**src/rtl/kf_pkg.sv**
```systemverilog
// Shared types and constants of the Kuwahara filter.
package kf_pkg;

  localparam int CFG_IDX_W  = 2;
  localparam int CFG_DATA_W = 13;
  localparam int CFG_W_W    = 12;
  localparam int CFG_H_W    = 13;
  localparam int CFG_R_W    = 4;
  localparam int CHAN_W     = 8;
  localparam int PIXEL_W    = 4 * CHAN_W;

  localparam logic [CFG_IDX_W-1:0] REG_IMAGE_WIDTH   = 2'd0;
  localparam logic [CFG_IDX_W-1:0] REG_IMAGE_HEIGHT  = 2'd1;
  localparam logic [CFG_IDX_W-1:0] REG_RADIUS        = 2'd2;
  localparam logic [CFG_IDX_W-1:0] REG_AVERAGE_ALPHA = 2'd3;

  localparam logic OP_PIXEL = 1'b0;
  localparam logic OP_DRAIN = 1'b1;

  typedef enum logic [2:0] {
    ST_IDLE,
    ST_CHECK,
    ST_SCAN,
    ST_DRAIN,
    ST_VMUL,
    ST_VCMP,
    ST_DIV,
    ST_OUT
  } kf_state_t;

  typedef struct packed {
    logic accept;
    logic scan_init;
    logic issue;
    logic var_mul;
    logic var_cmp;
    logic div_step;
    logic load_out;
  } kf_cmd_t;

  typedef struct packed {
    logic out_ready;
    logic tap_last;
    logic pipe_busy;
    logic q_last;
    logic div_last;
    logic out_free;
  } kf_sts_t;

endpackage

```
**src/rtl/kf_ctrl.sv**
```systemverilog
// Controller state machine of the Kuwahara filter.
module kf_ctrl (
  input  logic            clk,
  input  logic            rst_n,
  input  logic            in_valid,
  input  kf_pkg::kf_sts_t sts,
  output kf_pkg::kf_cmd_t cmd,
  output logic            idle
);

  kf_pkg::kf_state_t state_r, state_nxt;

  always_ff @(posedge clk) begin
    if (!rst_n) begin
      state_r <= kf_pkg::ST_IDLE;
    end else begin
      state_r <= state_nxt;
    end
  end

  always_comb begin
    state_nxt = state_r;
    unique case (state_r)
      kf_pkg::ST_IDLE: begin
        if (in_valid) state_nxt = kf_pkg::ST_CHECK;
      end
      kf_pkg::ST_CHECK: begin
        state_nxt = sts.out_ready ? kf_pkg::ST_SCAN : kf_pkg::ST_IDLE;
      end
      kf_pkg::ST_SCAN: begin
        if (sts.tap_last) state_nxt = kf_pkg::ST_DRAIN;
      end
      kf_pkg::ST_DRAIN: begin
        if (!sts.pipe_busy) state_nxt = kf_pkg::ST_VMUL;
      end
      kf_pkg::ST_VMUL: begin
        state_nxt = kf_pkg::ST_VCMP;
      end
      kf_pkg::ST_VCMP: begin
        state_nxt = sts.q_last ? kf_pkg::ST_DIV : kf_pkg::ST_SCAN;
      end
      kf_pkg::ST_DIV: begin
        if (sts.div_last) state_nxt = kf_pkg::ST_OUT;
      end
      kf_pkg::ST_OUT: begin
        if (sts.out_free) state_nxt = kf_pkg::ST_IDLE;
      end
      default: state_nxt = kf_pkg::ST_IDLE;
    endcase
  end

  always_comb begin
    cmd  = '0;
    idle = 1'b0;
    unique case (state_r)
      kf_pkg::ST_IDLE: begin
        idle       = 1'b1;
        cmd.accept = in_valid;
      end
      kf_pkg::ST_CHECK: cmd.scan_init = sts.out_ready;
      kf_pkg::ST_SCAN:  cmd.issue     = 1'b1;
      kf_pkg::ST_DRAIN: ;
      kf_pkg::ST_VMUL:  cmd.var_mul   = 1'b1;
      kf_pkg::ST_VCMP:  cmd.var_cmp   = 1'b1;
      kf_pkg::ST_DIV:   cmd.div_step  = 1'b1;
      kf_pkg::ST_OUT:   cmd.load_out  = sts.out_free;
      default: ;
    endcase
  end

endmodule

```
**config.mk**
```make
export PLATFORM = sky130hd
export DESIGN_NAME = kf_ctrl
export DESIGN_NICKNAME = d
export VERILOG_FILES = /design/src/rtl/kf_pkg.sv /design/src/rtl/kf_ctrl.sv
export SDC_FILE = /design/constraint.sdc
export NUM_CORES = 1
export LEC_CHECK = 0
export BUFFER_PORTS_ARGS = -buffer_cell sky130_fd_sc_hd__buf_2
export CAP_MARGIN = 20
export CORE_AREA = 2 2 39 41
export CTS_CLUSTER_DIAMETER = 50
export DETAILED_ROUTE_END_ITERATION = 10
export DIE_AREA = 0 0 41 43
export PLACE_DENSITY = 0.54
export SYNTH_ARGS = -nofsm -noshare
export SYNTH_HDL_FRONTEND = slang
export SYNTH_SLANG_ARGS = --single-unit
```
**constraint.sdc**
```tcl
create_clock -name clk -period 1.17 [get_ports clk]
set_input_delay 0 -clock clk [delete_from_list [all_inputs] [get_ports clk]]
set_output_delay 0 -clock clk [all_outputs]
set_load 0.05 [all_outputs]
```
* Word-level counts from Yosys, hierarchy flattened
Cells that the tools add are included.
** Operators by class
- Eq/ne operators :: 12
- Multiplexer cells :: 16
- Reductions and logical operators :: 2
** Operators by type and width (count)
- 3-bit case mux with 8 select lines :: 1
- 3-bit 2-to-1 mux :: 6
- 3-bit equality test (second input constant) :: 4
- 2-bit inequality test (second input constant) :: 5
- 1-bit 2-to-1 mux :: 8
- 3-bit by 2-bit equality test with 1-bit output (second input constant) :: 2
- 5-bit AND reduction :: 1
- 3-bit by 1-bit equality test with 1-bit output (second input constant) :: 1
- 3-bit zero test :: 1
- 2-bit 2-to-1 mux :: 1
** Storage, ports and cells
- Register bits after elaboration :: 3
- Input bits :: 9
- Output and inout bits :: 8
- Logic and storage cells :: 31

* Depth between registers and ports, before layout
- Depth after elaboration :: 3
- Depth in mapped cells :: 4
- Mapped depth without buffers :: 3

* Least setup slack after synthesis
OpenSTA, ideal clock, no wires.
- Path type :: reg2out
- From :: register state_r[1]
- To :: output cmd[4] (netlist name)
- Arrival time :: 1.721 ns
- Required time :: 1.170 ns
- Setup slack :: -0.551 ns
- Stages on the path, launching flop included :: 3
- Buffers on the path :: 1
- Cells stage by stage :: dfxtp_1 buf_2 nor3b_1
** RTL lines
- from (decl) :: line kf_ctrl.sv:11 : kf_pkg::kf_state_t state_r, state_nxt;
- from (signal assigned) :: line kf_ctrl.sv:15 : state_r <= kf_pkg::ST_IDLE;
- from (signal assigned) :: line kf_ctrl.sv:17 : state_r <= state_nxt;
- to (decl) :: line kf_ctrl.sv:7 : output kf_pkg::kf_cmd_t cmd,

==> results.md <==
- Psw: 153.2 µW
- Clock Power Share: 0.404
- First-pass GRT wire length: approximately 1100 µm
- Worst-margin pin slew: 0.2471 ns
- Yosys synthesis warning count: 0
- Vias in the first global route: 266
- Largest net degree at the start of global routing: 14
- Clock slew seen by the registers of the worst setup and hold paths: roughly 0.04 ns
- Synth Area per Inst: 7.659 µm²
- Port bufs: 16
- Total wire length: about 700 µm
- Max FFs per register: 3
- Post-Syn Instances: 33
- Clock skew: 0.005724 ns
- FF+latch count, synth: 3
- Final ANT Viol Nets: 0
- Most flop-heavy register: state_r
- Worst Hold Depth: 2
- Finished Core Util: 0.3219
- Vias per Instance: 4.652
- Arr. time, crit path: ~1.1 ns
- Die height: 43 µm
- Dpl cells: 65
- Die width: slightly above 40 µm
- Endpoints failing setup: 0
- Worst Setup Start Kind: register
- GPL Wtd Cong: 0.7264
- Seq pwr share: 0.274
- Max FO, Critical Path: 13
- P_leak: 0.0002120 µW
- Post-CTS Setup Bufs: 0
- Reg2Reg Depth: 4
- CTS tree: done
- Max layer used: met3
- Routed WL per cell: 10.19 µm
- Post-DP HPWL: 526.1 µm
- Clock Sinks: 3
- Maximum vdd drop: 558.6 µV
- Core area: 1384 µm²
- Wl on met1: approximately 310 µm
- Cts hold-fix bufs: 0
- Drt drc: 0
- Fin. Hold Viols: 0
- Sw Share: 0.3403
- DR WL met2: 340 µm
- Clock Path Buffers: 2
- Clk Latency, worst-skew pair: 0.23 ns
- Post-Syn Area: 252.7 µm²
- Fin area: 445.4 µm²
- Antenna Cells: 0
- Maxcap violations: 0
- Nets: 63
- Min-Delay Path Class: input port to register
- Met3 wire len: 52 µm
- DIE AREA: 1763 µm²
- Status: finished, final reports clean
- P per Cell Area: 1010 nW/µm²
- Share of cells above drive strength 1: 0.5660
- Cell variety after synth: 19
- Routed via count: 321
- Clock buffer count from CTS: 3
- Pint: 296.9 µW
- Layout Cells excl Fill: 69
- # IOs: 17
- Slew margin rel.: 0.8364
- Initial antenna violation count: 0
- Aggregate global-route resource usage: 0.09419
- WHS: approximately 0.036 ns
- Clk root buf: clkbuf_4
- Pins Over Slew Limit: 0
- Iteration count of the initial detailed-routing pass: 4
- Area grow syn2layout: 76.24%
- Starting density of the core: 0.1826
- DP Area: 364.1 µm²
- Sequential area share after synthesis: 0.2376
- Commonest non-fill, non-tap cells in the layout: buf_2 (9), buf_4 (6), clkbuf_4 (4)
- Required time of the worst setup path: 1.17 ns
- CTS resizes: 9
- Aggregate global routing overflow: 0
- H-tree depth reported by CTS: 1
- Initial detailed-routing violation count: 7
- Period Utilization, post-route: 0.9503
- Commonest non-fill, non-tap cell in the layout: buf_2
- Kind of critical path: register to primary output
- Regs by FF count: state_r: 3 flops
- Syn nets: 42
- Site Rows: 14
- Fmax: 899.4 MHz
- Comb pwr share: 0.322
- CP Capture Type: primary output
- Tmin final: approximately 1.1 ns
-- per-layer routing --
metal / track usage / vias to the layer above
met4: 0.06667 / 0
met2: 0.1063 / 11
met1: 0.1214 / 145
li1: - / 165
met3: 0.06283 / 0
met5: 0 / -
-- cell families after synthesis --
group	after synthesis	share of synthesized area
and+or+nand+nor	17	0.4109
AOI/OAI and AO/OA	10	0.2673
DFF	3	0.2376
buffers and inverters	3	0.08416
-- metrics by stage --
step | TNS [ns] | setup WS (ns) | total power, µW
floorplan | -1.357 | -0.4144 | 216.4
global route | -0.01597 | -0.01597 | 487.6
global placement | 0 | 0.06674 | 251.9
CTS | 0 | 0.008470 | 450.0
finish | 0 | 0.05811 | 450.1
detailed placement | 0 | 0.06017 | 253.0
-- worst paths after layout --
| check | endpoint | from | slack (ns) |
|---|---|---|---|
| min reg2reg | state_r[2]$_SDFFE_PN0P_ | state_r[0]$_SDFFE_PN0P_ | 0.52 |
| min | state_r[1]$_SDFFE_PN0P_ | rst_n | 0.04 |
| max | cmd[3] | state_r[0]$_SDFFE_PN0P_ | 0.06 |
| max reg2reg | state_r[2]$_SDFFE_PN0P_ | state_r[1]$_SDFFE_PN0P_ | 0.18 |
-- cells in the mapped netlist --
cell | n | area (µm²)
nand2b_1 | 1 | 6.260
o21ai_0 | 1 | 5.000
a32o_1 | 1 | 10.01
o221a_1 | 1 | 11.26
nor3b_1 | 3 | 22.52
nor3_1 | 3 | 15.01
and2b_1 | 1 | 7.510
a21oi_1 | 1 | 5.000
nand2_1 | 3 | 11.26
o21ai_1 | 3 | 15.01
nor2_1 | 1 | 3.750
o21a_1 | 2 | 15.01
dfxtp_1 | 3 | 60.06
buf_2 | 2 | 10.01
buf_6 | 1 | 11.26
and3b_1 | 3 | 26.28
nor2b_1 | 1 | 6.260
o22ai_1 | 1 | 6.260
nand3_1 | 1 | 5.000
-- final cells by class --
class	count	area [µm²]
multi-input cells	27	198.9
fillers	156	938.4
well taps	16	20.02
clock buffers	4	26.28
repair buffers	19	131.4
flip-flops and latches	3	68.82
-- power by group through the flow --
stage	registers (µW)	clock network (µW)	logic (µW)
after detailed placement	125	0	128
after global placement	124	0	127
after global routing	126	208	154
after floorplan	116	0	101
final	123	182	145
after CTS	125	190	135
-- critical path, stage by stage, from the launching register on --
cell     delay, ns
dfxtp_4       0.38
buf_4         0.15
nor3b_2       0.14
buf_4         0.21
(Power assumes the default switching activity.)
